$ cat config.mk
export PLATFORM = sky130hd
export DESIGN_NAME = ddn_queue
export DESIGN_NICKNAME = d
export VERILOG_FILES = /design/src/rtl/ddn_pkg.sv /design/src/rtl/ddn_queue.sv
export SDC_FILE = /design/constraint.sdc
export NUM_CORES = 1
export LEC_CHECK = 0
export BUFFER_PORTS_ARGS = -buffer_cell sky130_fd_sc_hd__buf_2
export CAP_MARGIN = 15
export CORE_ASPECT_RATIO = 0.5
export CORE_MARGIN = 2
export CORE_UTILIZATION = 57
export DETAILED_ROUTE_END_ITERATION = 16
export PLACE_DENSITY = 0.79
export SYNTH_ARGS = -nofsm -noshare
export SYNTH_HDL_FRONTEND = slang
export SYNTH_SLANG_ARGS = --single-unit
$ cat constraint.sdc
create_clock -name clock -period 5.8 [get_ports clock]
set_input_delay 0.29 -clock clock [delete_from_list [all_inputs] [get_ports clock]]
set_output_delay 0.29 -clock clock [all_outputs]
set_load 0.02 [all_outputs]
$ cat src/rtl/ddn_pkg.sv
`timescale 1ns / 1ps
package ddn_pkg;
   localparam int CfgIdxW = 3;
   localparam logic [CfgIdxW-1:0] REG_SCORE_TH = 3'd0;
   localparam logic [CfgIdxW-1:0] REG_IOU_TH   = 3'd1;
   localparam logic [CfgIdxW-1:0] REG_INV_SCL  = 3'd2;
   localparam logic [CfgIdxW-1:0] REG_PAD_L    = 3'd3;
   localparam logic [CfgIdxW-1:0] REG_PAD_T    = 3'd4;
   localparam logic [CfgIdxW-1:0] REG_IMG_W    = 3'd5;
   localparam logic [CfgIdxW-1:0] REG_IMG_H    = 3'd6;
   localparam int MaxResults = 64;

   typedef struct packed {
      logic [15:0] score_th;
      logic [15:0] iou_th;
      logic [15:0] inv_scale;
      logic [10:0] pad_left;
      logic [10:0] pad_top;
      logic [11:0] img_w;
      logic [11:0] img_h;
   } cfg_type;

   // Decoded candidate handed from front to back.
   typedef struct packed {
      logic        keep;
      logic        last;
      logic [1:0]  cls;
      logic [15:0] score;
      logic [15:0] l;
      logic [15:0] t;
      logic [15:0] r;
      logic [15:0] b;
   } cand_type;

   // One store entry: class, score and image-pixel edges.
   typedef struct packed {
      logic [1:0]  cls;
      logic [15:0] score;
      logic [15:0] l;
      logic [15:0] t;
      logic [15:0] r;
      logic [15:0] b;
   } entry_type;

   typedef struct packed {
      logic        valid_res;
      logic [1:0]  class_index;
      logic [15:0] confidence;
      logic [15:0] left;
      logic [15:0] top;
      logic [15:0] right;
      logic [15:0] bottom;
      logic        overflow;
      logic        last_result;
   } rsp_type;

   typedef enum logic [3:0] {
      ST_LOAD, ST_SCAN_RD, ST_SCAN_PROD, ST_SCAN_TEST, ST_PICK,
      ST_EMIT_ORD, ST_EMIT_CAND, ST_EMIT_OUT, ST_CLEAR
   } back_state_type;

   // Edge in Q.5 -> Q.4 image pixels; product is one 17x16 multiply.
   function automatic logic [15:0] map_edge(input logic signed [17:0] v5,
                                            input logic [15:0] inv,
                                            input logic [11:0] bound);
      logic [33:0] p;
      logic [33:0] lim;
      begin
         p   = ({17'd0, v5[16:0]} * {18'd0, inv} + 34'd4096) >> 13;
         lim = {18'd0, bound, 4'd0};
         if (v5 <= 18'sd0) map_edge = 16'd0;
         else if (p > lim) map_edge = lim[15:0];
         else map_edge = p[15:0];
      end
   endfunction
endpackage

$ cat src/rtl/ddn_queue.sv
`timescale 1ns / 1ps
module ddn_queue import ddn_pkg::*; (
   input  logic     clock,
   input  logic     reset,
   input  logic     in_valid,
   output logic     in_ready,
   input  cand_type in_data,
   output logic     out_valid,
   input  logic     out_ready,
   output cand_type head_data
);
   cand_type   mem_ff [4];
   logic [2:0] wp_ff, rp_ff;
   logic       wr, rd;

   assign in_ready  = (wp_ff - rp_ff) != 3'd4;
   assign out_valid = wp_ff != rp_ff;
   assign head_data = mem_ff[rp_ff[1:0]];
   assign wr = in_valid && in_ready;
   assign rd = out_valid && out_ready;

   always_ff @(posedge clock) begin
      if (reset) begin
         wp_ff <= '0;
         rp_ff <= '0;
      end else begin
         if (wr) wp_ff <= wp_ff + 3'd1;
         if (rd) rp_ff <= rp_ff + 3'd1;
      end
      if (wr) mem_ff[wp_ff[1:0]] <= in_data;
   end
endmodule

==> out/results.ini <==
[floorplanning]
rows=38
fp.dieArea_mm2=0.02331
initial_utilization_pct=58.06
die_height_um=109.0
ios=174
die_width_um=213.9
core_area_mm2=0.02163

[route]
drt_wl_total_um=23280
drc=0
wire_per_inst_um=21.40
firstDrtPassIters=4
drtIter0Drc=370
antenna_left=0
vias=5931
via_per_inst=5.451

[logic_synthesis]
yosysWarnings=0
ys_seq_area_share_pct=81.61
netlist.area_leader.share_pct=80.33
ys_types=23
netlist_area_mm2=0.01256
synth.net_count=584
synth-seq-cells=344
syn_area_per_cell_um2=25.68
yosysTopAreaCell=edfxtp_1
synthCells=489
netlist_top_cells_area=edfxtp_1 80%, mux4_2 15%, dfxtp_1 1.3%

[placement]
portBuffers=173
dpl.hpwl_um=12950
gp_congestion=0.7722

[timing]
fin_crit_ps=3093
hold_viol_final=0
tightest_slew_ps=992.8
timing.slew.headroom_pct=33.81
max_freq_ghz=0.3233
period_share_pct=53.33
rsz0062_at_grt=false
finalSetupTns_ps=0
skew_ps=19.05
drv_slew=0
finalSetupViolCount=0

[clocking]
clk_latency_ps=550
cts_buffers=29
cts_buffer_depth=3
cts.sinks=344
root_buffer=clkbuf_16
clkTransAtPathRegs_ps=60
cts_tree=yes
htree_levels=1

[pwr]
p_total_mw=6.543
ir_drop_uv=339.4
p_leak_nw=5.304
power_density_mw_per_mm2=419.5

[status]
status=completed

[setup_path]
worstPathRequired_ps=5990
end_kind=flop
arrival_ps=3290
crit_fanout=57
start_kind=flop
worstSetupPathType=flop to flop

[global_route]
grt.busiest_layer=met2
use_met3_pct=4.045
use_met1_pct=27.44
grt.overflow.total=0
grt_max_degree=66
grt_pass1_wl_um=35750
globalRouteMet2Util_pct=34.76
grt_pass1_vias=6398
track_usage_pct=20.38
antenna_found_initial=0

[layout]
final_nets=861
diodes=0
fillers=1274
area_growth_pct=24.18
layout-drive-gt1-share_pct=40.23
post-route-util_pct=72.09

[job]
max_cap_violations=0

[min_path]
hp-class=primary input to flop

[cells by family (layout without fill, tap and decap cells)]
family	count (synthesis)	in the layout	share of synthesized area [%]
AO/OA/AOI/OAI	4	4	0.2988
XOR/XNOR	5	5	0.4682
adder cells (fa/ha/maj)	7	7	0.6973
buffers and inverters	23	322	0.7870
flip-flops	344	344	81.61
multiplexers	88	88	15.43
AND/OR/NAND/NOR	18	18	0.7074
[stage by stage]
stage | cells | setup slack, ps | area (µm²) | hold slack, ps
global placement | 951 | 2762 | 13800 | 500.3
CTS | 1088 | 2615 | 15600 | 1.529
floorplan | 489 | 1728 | 12560 | 388.9
global route | 1088 | 2459 | 15600 | 48.80
detailed placement | 951 | 2644 | 13800 | 504.7
finish | 1088 | 2707 | 15600 | 27.31
[routing by layer]
layer | vias up | share of wire [%]
li1 | 2649 | -
met1 | 3062 | 41
met2 | 174 | 51
met3 | 46 | 4.8
met4 | 0 | 2.5
met5 | - | 0
[path summary, 6_finish.rpt]
kind                 start             to  slack, ps  cells after the start
setup / recovery  wp_ff[0]  mem_ff[2][29]       2710                      7
hold / removal       reset           flop         30                      2
setup reg to reg  wp_ff[0]  mem_ff[2][29]       2710                      7
hold reg to reg   wp_ff[1]       wp_ff[1]        570                      2
[registers in the layout (all words and copies together), names as in the netlist, named ones only]
signal,count
mem_ff,336
rp_ff,3
wp_ff,3
[critical path, cell delays in order (launching register included)]
cell and delay (ps):
dfxtp_1 380, inv_1 110, ha_1 200, nor2b_1 150, xnor2_2 170, a31oi_2 360
and2_4 800, buf_4 500
[report_power, final]
group / total (mW) / leakage (nW) / internal (mW) / switching (mW)
clock: 1.96 / 0.469 / 1.12 / 0.842
sequential: 3.13 / 3.15 / 3.02 / 0.114
combinational: 1.45 / 1.69 / 0.616 / 0.832
total: 6.54 / 5.30 / 4.75 / 1.79
[what timing repair did]
action / in CTS / in global routing
gates resized for setup: 0 / 0
hold buffers: 84 / 0
setup buffers: 0 / 0
hold endpoints to repair: 336 / 0
[layout make-up]
class | instances | area [µm²] | area share (%)
Sequential cell | 344 | 10260 | 65.77
Clock buffer | 40 | 777.0 | 4.982
Clock inverter | 13 | 178.9 | 1.147
Tap cell | 300 | 375.4 | 2.407
Timing Repair Buffer | 265 | 1767 | 11.33
Multi-Input combinational cell | 122 | 2226 | 14.27
Inverter | 4 | 15.01 | 0.09627
[cells in the final DEF, fill, tap and decap left out]
cell type | Yosys | routed
bufinv_16 | 0 | 4
and2_4 | 0 | 3
mux2_1 | 1 | 1
inv_1 | 4 | 4
xor2_1 | 3 | 3
nand3_1 | 2 | 2
a31oi_2 | 2 | 1
clkinv_2 | 0 | 6
mux4_2 | 84 | 84
nor2_1 | 7 | 7
inv_6 | 0 | 1
clkinv_8 | 0 | 1
dfxtp_1 | 8 | 6
mux2i_1 | 2 | 2
mux2_4 | 1 | 1
clkbuf_16 | 0 | 29
o211ai_1 | 1 | 1
dlygate4sd3_1 | 0 | 84
ha_1 | 7 | 7
nand2_1 | 2 | 2
a31oi_4 | 0 | 1
clkbuf_1 | 8 | 10
dfxtp_4 | 0 | 2
edfxtp_1 | 336 | 336
o21ai_0 | 1 | 1
clkbuf_8 | 0 | 1
clkinv_1 | 0 | 1
buf_2 | 10 | 173
nand2b_1 | 2 | 2
nor2b_1 | 2 | 2
buf_4 | 0 | 8
xnor2_2 | 2 | 2
[synth_stat cells]
master    count
edfxtp_1    336
mux4_2       84
buf_2        10
clkbuf_1      8
dfxtp_1       8
ha_1          7
nor2_1        7
inv_1         4
xor2_1        3
a31oi_2       2
and2_1        2
mux2i_1       2
nand2_1       2
nand2b_1      2
nand3_1       2
nor2b_1       2
xnor2_2       2
and2_2        1
buf_1         1
mux2_1        1
mux2_4        1
o211ai_1      1
o21ai_0       1
No activity file was read; power rests on OpenSTA's default activity.
