### config.mk
export PLATFORM = sky130hd
export DESIGN_NAME = ddn_front
export DESIGN_NICKNAME = d
export VERILOG_FILES = /design/src/rtl/ddn_pkg.sv /design/src/rtl/ddn_front.sv
export SDC_FILE = /design/constraint.sdc
export NUM_CORES = 2
export LEC_CHECK = 0
export BUFFER_PORTS_ARGS = -buffer_cell sky130_fd_sc_hd__buf_2
export CORE_UTILIZATION = 65
export CTS_CLUSTER_SIZE = 12
export DETAILED_ROUTE_END_ITERATION = 16
export GPL_ROUTABILITY_DRIVEN = 0
export HOLD_SLACK_MARGIN = 0.03
export MAX_ROUTING_LAYER = met4
export PLACE_DENSITY = 0.82
export RECOVER_POWER = 100
export SKIP_CTS_REPAIR_TIMING = 1
export SYNTH_ARGS = -nofsm -noshare
export SYNTH_HDL_FRONTEND = slang
export SYNTH_SLANG_ARGS = --single-unit
### constraint.sdc
create_clock -name clock -period 18.7 [get_ports clock]
set_clock_uncertainty 0.2 [all_clocks]
set_input_delay 0.935 -clock clock [delete_from_list [all_inputs] [get_ports clock]]
set_output_delay 0.935 -clock clock [all_outputs]
set_load 0.1 [all_outputs]
### src/rtl/ddn_pkg.sv
`timescale 1ns / 1ps
package ddn_pkg;
   localparam int CfgIdxW = 3;
   localparam logic [CfgIdxW-1:0] REG_SCORE_TH = 3'd0;
   localparam logic [CfgIdxW-1:0] REG_IOU_TH   = 3'd1;
   localparam logic [CfgIdxW-1:0] REG_INV_SCL  = 3'd2;
   localparam logic [CfgIdxW-1:0] REG_PAD_L    = 3'd3;
   localparam logic [CfgIdxW-1:0] REG_PAD_T    = 3'd4;
   localparam logic [CfgIdxW-1:0] REG_IMG_W    = 3'd5;
   localparam logic [CfgIdxW-1:0] REG_IMG_H    = 3'd6;
   localparam int MaxResults = 64;

   typedef struct packed {
      logic [15:0] score_th;
      logic [15:0] iou_th;
      logic [15:0] inv_scale;
      logic [10:0] pad_left;
      logic [10:0] pad_top;
      logic [11:0] img_w;
      logic [11:0] img_h;
   } cfg_type;

   // Decoded candidate handed from front to back.
   typedef struct packed {
      logic        keep;
      logic        last;
      logic [1:0]  cls;
      logic [15:0] score;
      logic [15:0] l;
      logic [15:0] t;
      logic [15:0] r;
      logic [15:0] b;
   } cand_type;

   // One store entry: class, score and image-pixel edges.
   typedef struct packed {
      logic [1:0]  cls;
      logic [15:0] score;
      logic [15:0] l;
      logic [15:0] t;
      logic [15:0] r;
      logic [15:0] b;
   } entry_type;

   typedef struct packed {
      logic        valid_res;
      logic [1:0]  class_index;
      logic [15:0] confidence;
      logic [15:0] left;
      logic [15:0] top;
      logic [15:0] right;
      logic [15:0] bottom;
      logic        overflow;
      logic        last_result;
   } rsp_type;

   typedef enum logic [3:0] {
      ST_LOAD, ST_SCAN_RD, ST_SCAN_PROD, ST_SCAN_TEST, ST_PICK,
      ST_EMIT_ORD, ST_EMIT_CAND, ST_EMIT_OUT, ST_CLEAR
   } back_state_type;

   // Edge in Q.5 -> Q.4 image pixels; product is one 17x16 multiply.
   function automatic logic [15:0] map_edge(input logic signed [17:0] v5,
                                            input logic [15:0] inv,
                                            input logic [11:0] bound);
      logic [33:0] p;
      logic [33:0] lim;
      begin
         p   = ({17'd0, v5[16:0]} * {18'd0, inv} + 34'd4096) >> 13;
         lim = {18'd0, bound, 4'd0};
         if (v5 <= 18'sd0) map_edge = 16'd0;
         else if (p > lim) map_edge = lim[15:0];
         else map_edge = p[15:0];
      end
   endfunction
endpackage

### src/rtl/ddn_front.sv
`timescale 1ns / 1ps
module ddn_front import ddn_pkg::*; #(
   parameter int CLASS_COUNT = 4
) (
   input  logic        clock,
   input  logic        reset,
   input  cfg_type     cfg,
   input  logic        in_valid,
   output logic        in_ready,
   input  logic [14:0] cx,
   input  logic [14:0] cy,
   input  logic [14:0] bw,
   input  logic [14:0] bh,
   input  logic [63:0] scores,
   input  logic        last,
   output logic        out_valid,
   input  logic        out_ready,
   output cand_type    out_cand
);
   // stage 1: class pick, edges in Q.5
   logic        s1_v_ff, s1_v_in;
   logic        s1_keep_ff, s1_last_ff;
   logic [1:0]  s1_cls_ff;
   logic [15:0] s1_score_ff;
   logic signed [17:0] s1_e_ff [4];
   logic        s2_v_ff;
   cand_type    s2_ff, s2_in;
   logic        adv;
   logic [15:0] best;
   logic [1:0]  cls;
   logic signed [17:0] px, py, c2x, c2y;

   assign adv = !s2_v_ff || out_ready;
   assign in_ready = !s1_v_ff || adv;
   assign s1_v_in = in_valid && in_ready;

   always_comb begin
      best = scores[15:0];
      cls = 2'd0;
      for (int k = 1; k < CLASS_COUNT; k++) begin
         if (scores[16*k +: 16] > best) begin
            best = scores[16*k +: 16];
            cls = 2'(k);
         end
      end
      px  = 18'(cfg.pad_left) <<< 5;
      py  = 18'(cfg.pad_top) <<< 5;
      c2x = 18'(cx) <<< 1;
      c2y = 18'(cy) <<< 1;
   end

   always_ff @(posedge clock) begin
      if (reset) begin
         s1_v_ff <= 1'b0;
         s2_v_ff <= 1'b0;
      end else begin
         if (in_ready) s1_v_ff <= s1_v_in;
         if (adv) s2_v_ff <= s1_v_ff;
      end
      if (s1_v_in) begin
         s1_keep_ff  <= best >= cfg.score_th;
         s1_last_ff  <= last;
         s1_cls_ff   <= cls;
         s1_score_ff <= best;
         s1_e_ff[0]  <= c2x - 18'(bw) - px;
         s1_e_ff[1]  <= c2y - 18'(bh) - py;
         s1_e_ff[2]  <= c2x + 18'(bw) - px;
         s1_e_ff[3]  <= c2y + 18'(bh) - py;
      end
      if (adv && s1_v_ff) s2_ff <= s2_in;
   end

   always_comb begin
      s2_in.l = map_edge(s1_e_ff[0], cfg.inv_scale, cfg.img_w);
      s2_in.t = map_edge(s1_e_ff[1], cfg.inv_scale, cfg.img_h);
      s2_in.r = map_edge(s1_e_ff[2], cfg.inv_scale, cfg.img_w);
      s2_in.b = map_edge(s1_e_ff[3], cfg.inv_scale, cfg.img_h);
      s2_in.keep = s1_keep_ff && ({1'b0, s2_in.r} >= {1'b0, s2_in.l} + 17'd32)
                   && ({1'b0, s2_in.b} >= {1'b0, s2_in.t} + 17'd32);
      s2_in.last  = s1_last_ff;
      s2_in.cls   = s1_cls_ff;
      s2_in.score = s1_score_ff;
   end

   assign out_valid = s2_v_ff;
   assign out_cand  = s2_ff;
endmodule

==> results.md <==
| Group | Metric | Reported |
|---|---|---|
| global routing | GRT Residual Overflow | 0 |
| cts | Worst-Skew Late Latency | 530 ps |
| yosys | Unique cell type count in the Yosys netlist | 82 |
| min path | Hold WC Path Type | reg2reg |
| routing | Detailed-route vias per instance | 5.81 |
| placed design | Final HPWL from detailed placement | 100000 um |
| final layout | Most frequent standard cell in the layout excluding fill and tap cells | sky130_fd_sc_hd__inv_1 |
| placed design | IO Port Bufs | 292 |
| setup path | Kind of end point of the critical path | flip-flop |
| timing | Endpoints failing hold | 0 |
| routing | Final routed wirelength across all metal layers | 128000 um |
| timing | Transition time at the pin with the least slew margin | 3830 ps |
| timing | Final slew viol count | 251 |
| placed design | Post-placement cell area | 0.0531 mm^2 |
| routing | Number of design-rule violations left by the first detailed-router iteration | 3316 |
| timing | Final setup vio count | 0 |
| yosys | Netlist Area Pre-Place | 0.0509 mm^2 |
| floorplan | Core footprint | 0.0775 mm^2 |
| timing | Unrepaired setup endpoints after global routing | false |
| setup path | Length in cells of the worst reg-to-reg path | 39 |
| setup path | Most repeated library cell on the critical path | sky130_fd_sc_hd__a21oi_1 |
| outcome | Outcome | finished, violations left |
| cts | TritonCTS clock tree | done |
| global routing | First-pass GRT wire length | 211000 um |
| global routing | Total track usage | 35.1% |
| setup path | Critical path fanouts, max | 36 |
| min path | Cell depth of the worst min-delay path | 0 |
| yosys | Yosys warnings | 0 |
| yosys | Primary flip-flop cell chosen by synthesis mapping | sky130_fd_sc_hd__edfxtp_1 |
| final layout | Non-Filler Instances | 6821 |
| yosys | Synthesis-stage register bit count | 176 |
| global routing | Via count of the first global-routing pass | 42100 |
| cts | Clock H-tree levels | 4 |
| routing | DRC viols | 0 |
| setup path | Setup CP Type | in2reg |
| floorplan | Die width | 282 um |
| setup path | Critical Path AT | 15550 ps |
| run | Max Cap Violations | 6 |
| global routing | Pin count of the biggest net entering global routing | 67 |
| floorplan | Starting density of the core | 65.7% |
| timing | Highest attainable clock frequency | 0.0645 GHz |
| timing | Final worst path period share | 82.9% |
| cts | Total clock buffers created by CTS | 17 |
| yosys | Share of synthesized area occupied by flip-flops and latches | 10.3% |
| routing | Vias after detailed routing | 39700 |
| yosys | Area share of the leading cell type in the synthesized netlist | 34.0% |
| outcome | Failing checks | max-capacitance violations, max-slew violations |
| timing | Time the worst path needs with I/O delays and setup | 15490 ps |
| floorplan | Die boundary height | 282 um |
| timing | Least setup slack across all paths after layout | 3210 ps |
| yosys | Cell taking the most area after synthesis | sky130_fd_sc_hd__fa_1 |
| yosys | Post-synth EDFFs | 174 |
| setup path | Flop-to-flop setup slack | 5640 ps |
| routing | Routed wire length per instance | 18.8 um |
| min path | Hold Crit Start | s1_score_ff[14]$_DFFE_PP_ |
| setup path | Worst setup SP type | input port |
| placed design | Setup slack after placement | 5420 ps |
| final layout | Layout cells sized above 1 | 5.57% |
| timing | Normalized max-slew margin | -156% |
| final layout | Final net count | 7546 |
| setup path | Reg2reg end | out_cand[83]$_DFFE_PP_ |
| final layout | Finished Cell Area | 0.0535 mm^2 |
| yosys | Share of synthesized flip-flops with an asynchronous set or reset | 0% |
| yosys | Instance count of the mapped netlist | 5624 |
| yosys | Synthesized net count | 7417 |
| setup path | Worst path max stage delay | 1580 ps |
| final layout | Top library cells by usage in the layout, fill and taps aside | 1273 x sky130_fd_sc_hd__inv_1, 864 x sky130_fd_sc_hd__fa_1, 707 x sky130_fd_sc_hd__nand2_1 |
| timing | Total negative setup slack | 0 ps |
| setup path | Worst reg2reg startpoint | s1_e_ff[0][6]$_DFFE_PP_ |
| routing | Post-route ant nets | 0 |
| setup path | Critical-path cell with the highest stage delay | sky130_fd_sc_hd__clkbuf_1 |
| cts | Clock slew at reported path FFs | 70 ps |
| cts | Root Buffer | sky130_fd_sc_hd__clkbuf_16 |
| setup path | Required @ worst endpoint | 18760 ps |
| placed design | Number of instances in the placed design | 6774 |
| floorplan | Die Footprint | 0.0794 mm^2 |
| global routing | Initial antenna violation count | 14 |
| floorplan | Row cnt | 102 |
| min path | Worst Hold Endpoint | out_cand[78]$_DFFE_PP_ |
| routing | Count of TritonRoute iterations in the first routing pass | 8 |
| cts | Worst-case clock buffer depth | 2 |
| floorplan | Top-level port count | 309 |
| cts | Number of sinks on the clock net | 176 |
| final layout | Area delta synth->final | 5.18% |
| yosys | Largest cells by area after synthesis | sky130_fd_sc_hd__fa_1 34%, sky130_fd_sc_hd__ha_1 17%, sky130_fd_sc_hd__edfxtp_1 10% |
| yosys | Average cell area after synthesis | 9.05 um^2 |
==> sequential cells by signal, summed over array words and instances (netlist names) <==
signal	flops
out_cand	84
s1_score_ff	16
s1_e_ff	70
out_valid	1
s1_keep_ff	1
s1_v_ff	1
s1_last_ff	1
s1_cls_ff	2
==> worst max-delay path by stage <==
stage                     startpoint                     end  slack [ps]  depth (start not counted)
after global placement       cfg[48]  out_cand[83]$_DFFE_PP_        5750                         47
after detailed placement     cfg[47]  out_cand[83]$_DFFE_PP_        5420                         45
after global routing         cfg[47]  out_cand[83]$_DFFE_PP_        2550                         41
final                        cfg[47]  out_cand[83]$_DFFE_PP_        3210                         41
after CTS                    cfg[47]  out_cand[83]$_DFFE_PP_        5970                         45
after floorplan              cfg[47]  out_cand[83]$_DFFE_PP_        7490                         48
==> cell families (layout without fill, tap and decap cells) <==
| logic type | Yosys count | after routing | share of synthesized area (%) |
|---|---|---|---|
| simple gates | 1612 | 1612 | 15.7 |
| fa+ha+maj | 1570 | 1570 | 51.3 |
| buf+inv | 1487 | 1629 | 11.0 |
| compound gates | 550 | 550 | 7.38 |
| flops | 176 | 176 | 10.3 |
| xor+xnor | 152 | 152 | 2.62 |
| mux | 77 | 77 | 1.57 |
| other cells | 0 | 15 | 0 |
==> cell type report <==
cell class	count	area, um^2
diodes	15	37.5
clock buffers	19	433
clock inverters	13	144
fillers	5931	23900
inverters	1274	4780
multi-input cells	3961	40000
flip-flops and latches	176	5270
well taps	1040	1300
repair buffers	323	1560
==> cell usage after synthesis (11+ instances only) <==
cell / instances
sky130_fd_sc_hd__xnor2_1: 96
sky130_fd_sc_hd__and2_1: 464
sky130_fd_sc_hd__o211ai_1: 18
sky130_fd_sc_hd__or4_1: 18
sky130_fd_sc_hd__nand2b_1: 28
sky130_fd_sc_hd__a211oi_1: 20
sky130_fd_sc_hd__fa_1: 864
sky130_fd_sc_hd__a21oi_1: 135
sky130_fd_sc_hd__o21a_1: 34
sky130_fd_sc_hd__mux2_2: 22
sky130_fd_sc_hd__nand3_1: 45
sky130_fd_sc_hd__ha_1: 706
sky130_fd_sc_hd__a21o_1: 62
sky130_fd_sc_hd__and3_1: 25
sky130_fd_sc_hd__nor2_1: 124
sky130_fd_sc_hd__nor2b_1: 38
sky130_fd_sc_hd__inv_1: 1273
sky130_fd_sc_hd__o31ai_1: 14
sky130_fd_sc_hd__edfxtp_1: 174
sky130_fd_sc_hd__nand4_1: 48
sky130_fd_sc_hd__clkbuf_1: 199
sky130_fd_sc_hd__mux2i_1: 55
sky130_fd_sc_hd__a21boi_0: 11
sky130_fd_sc_hd__o21bai_1: 31
sky130_fd_sc_hd__nand2_1: 707
sky130_fd_sc_hd__or3_1: 25
sky130_fd_sc_hd__o221a_2: 17
sky130_fd_sc_hd__xor2_1: 56
sky130_fd_sc_hd__nor3_1: 41
sky130_fd_sc_hd__a31oi_1: 20
sky130_fd_sc_hd__o21ai_0: 91
==> layer usage <==
layer | vias to the layer above | share of wire [%] | routed length (um) | GRT usage, %
met4 | 0 | 3.6 | 4630 | 12.8
met5 | - | 0 | 0 | -
met1 | 19700 | 38 | 49300 | 43.5
met3 | 311 | 10 | 13100 | 7.71
met2 | 1823 | 48 | 61500 | 56.4
li1 | 17900 | - | - | -
==> critical path, delay by kind of cell <==
kind                       cells  cell delay (ps)
buffers and inverters          6             4200
adders and majority gates     10             3950
AOI/OAI and AO/OA             11             3340
and+or+nand+nor               12             2780
xor gates and xnor gates       2              270
==> metrics by stage <==
stage	util, %	hold WS, ps
after detailed placement	68.5	205
final	69.1	222
after global routing	69.1	229
after CTS	69.3	222
after global placement	68.5	202
after floorplan	-	200
Power is left out: the tool's default activity adds up to more than one toggle a clock period on the data nets, which glitch-free logic cannot reach.
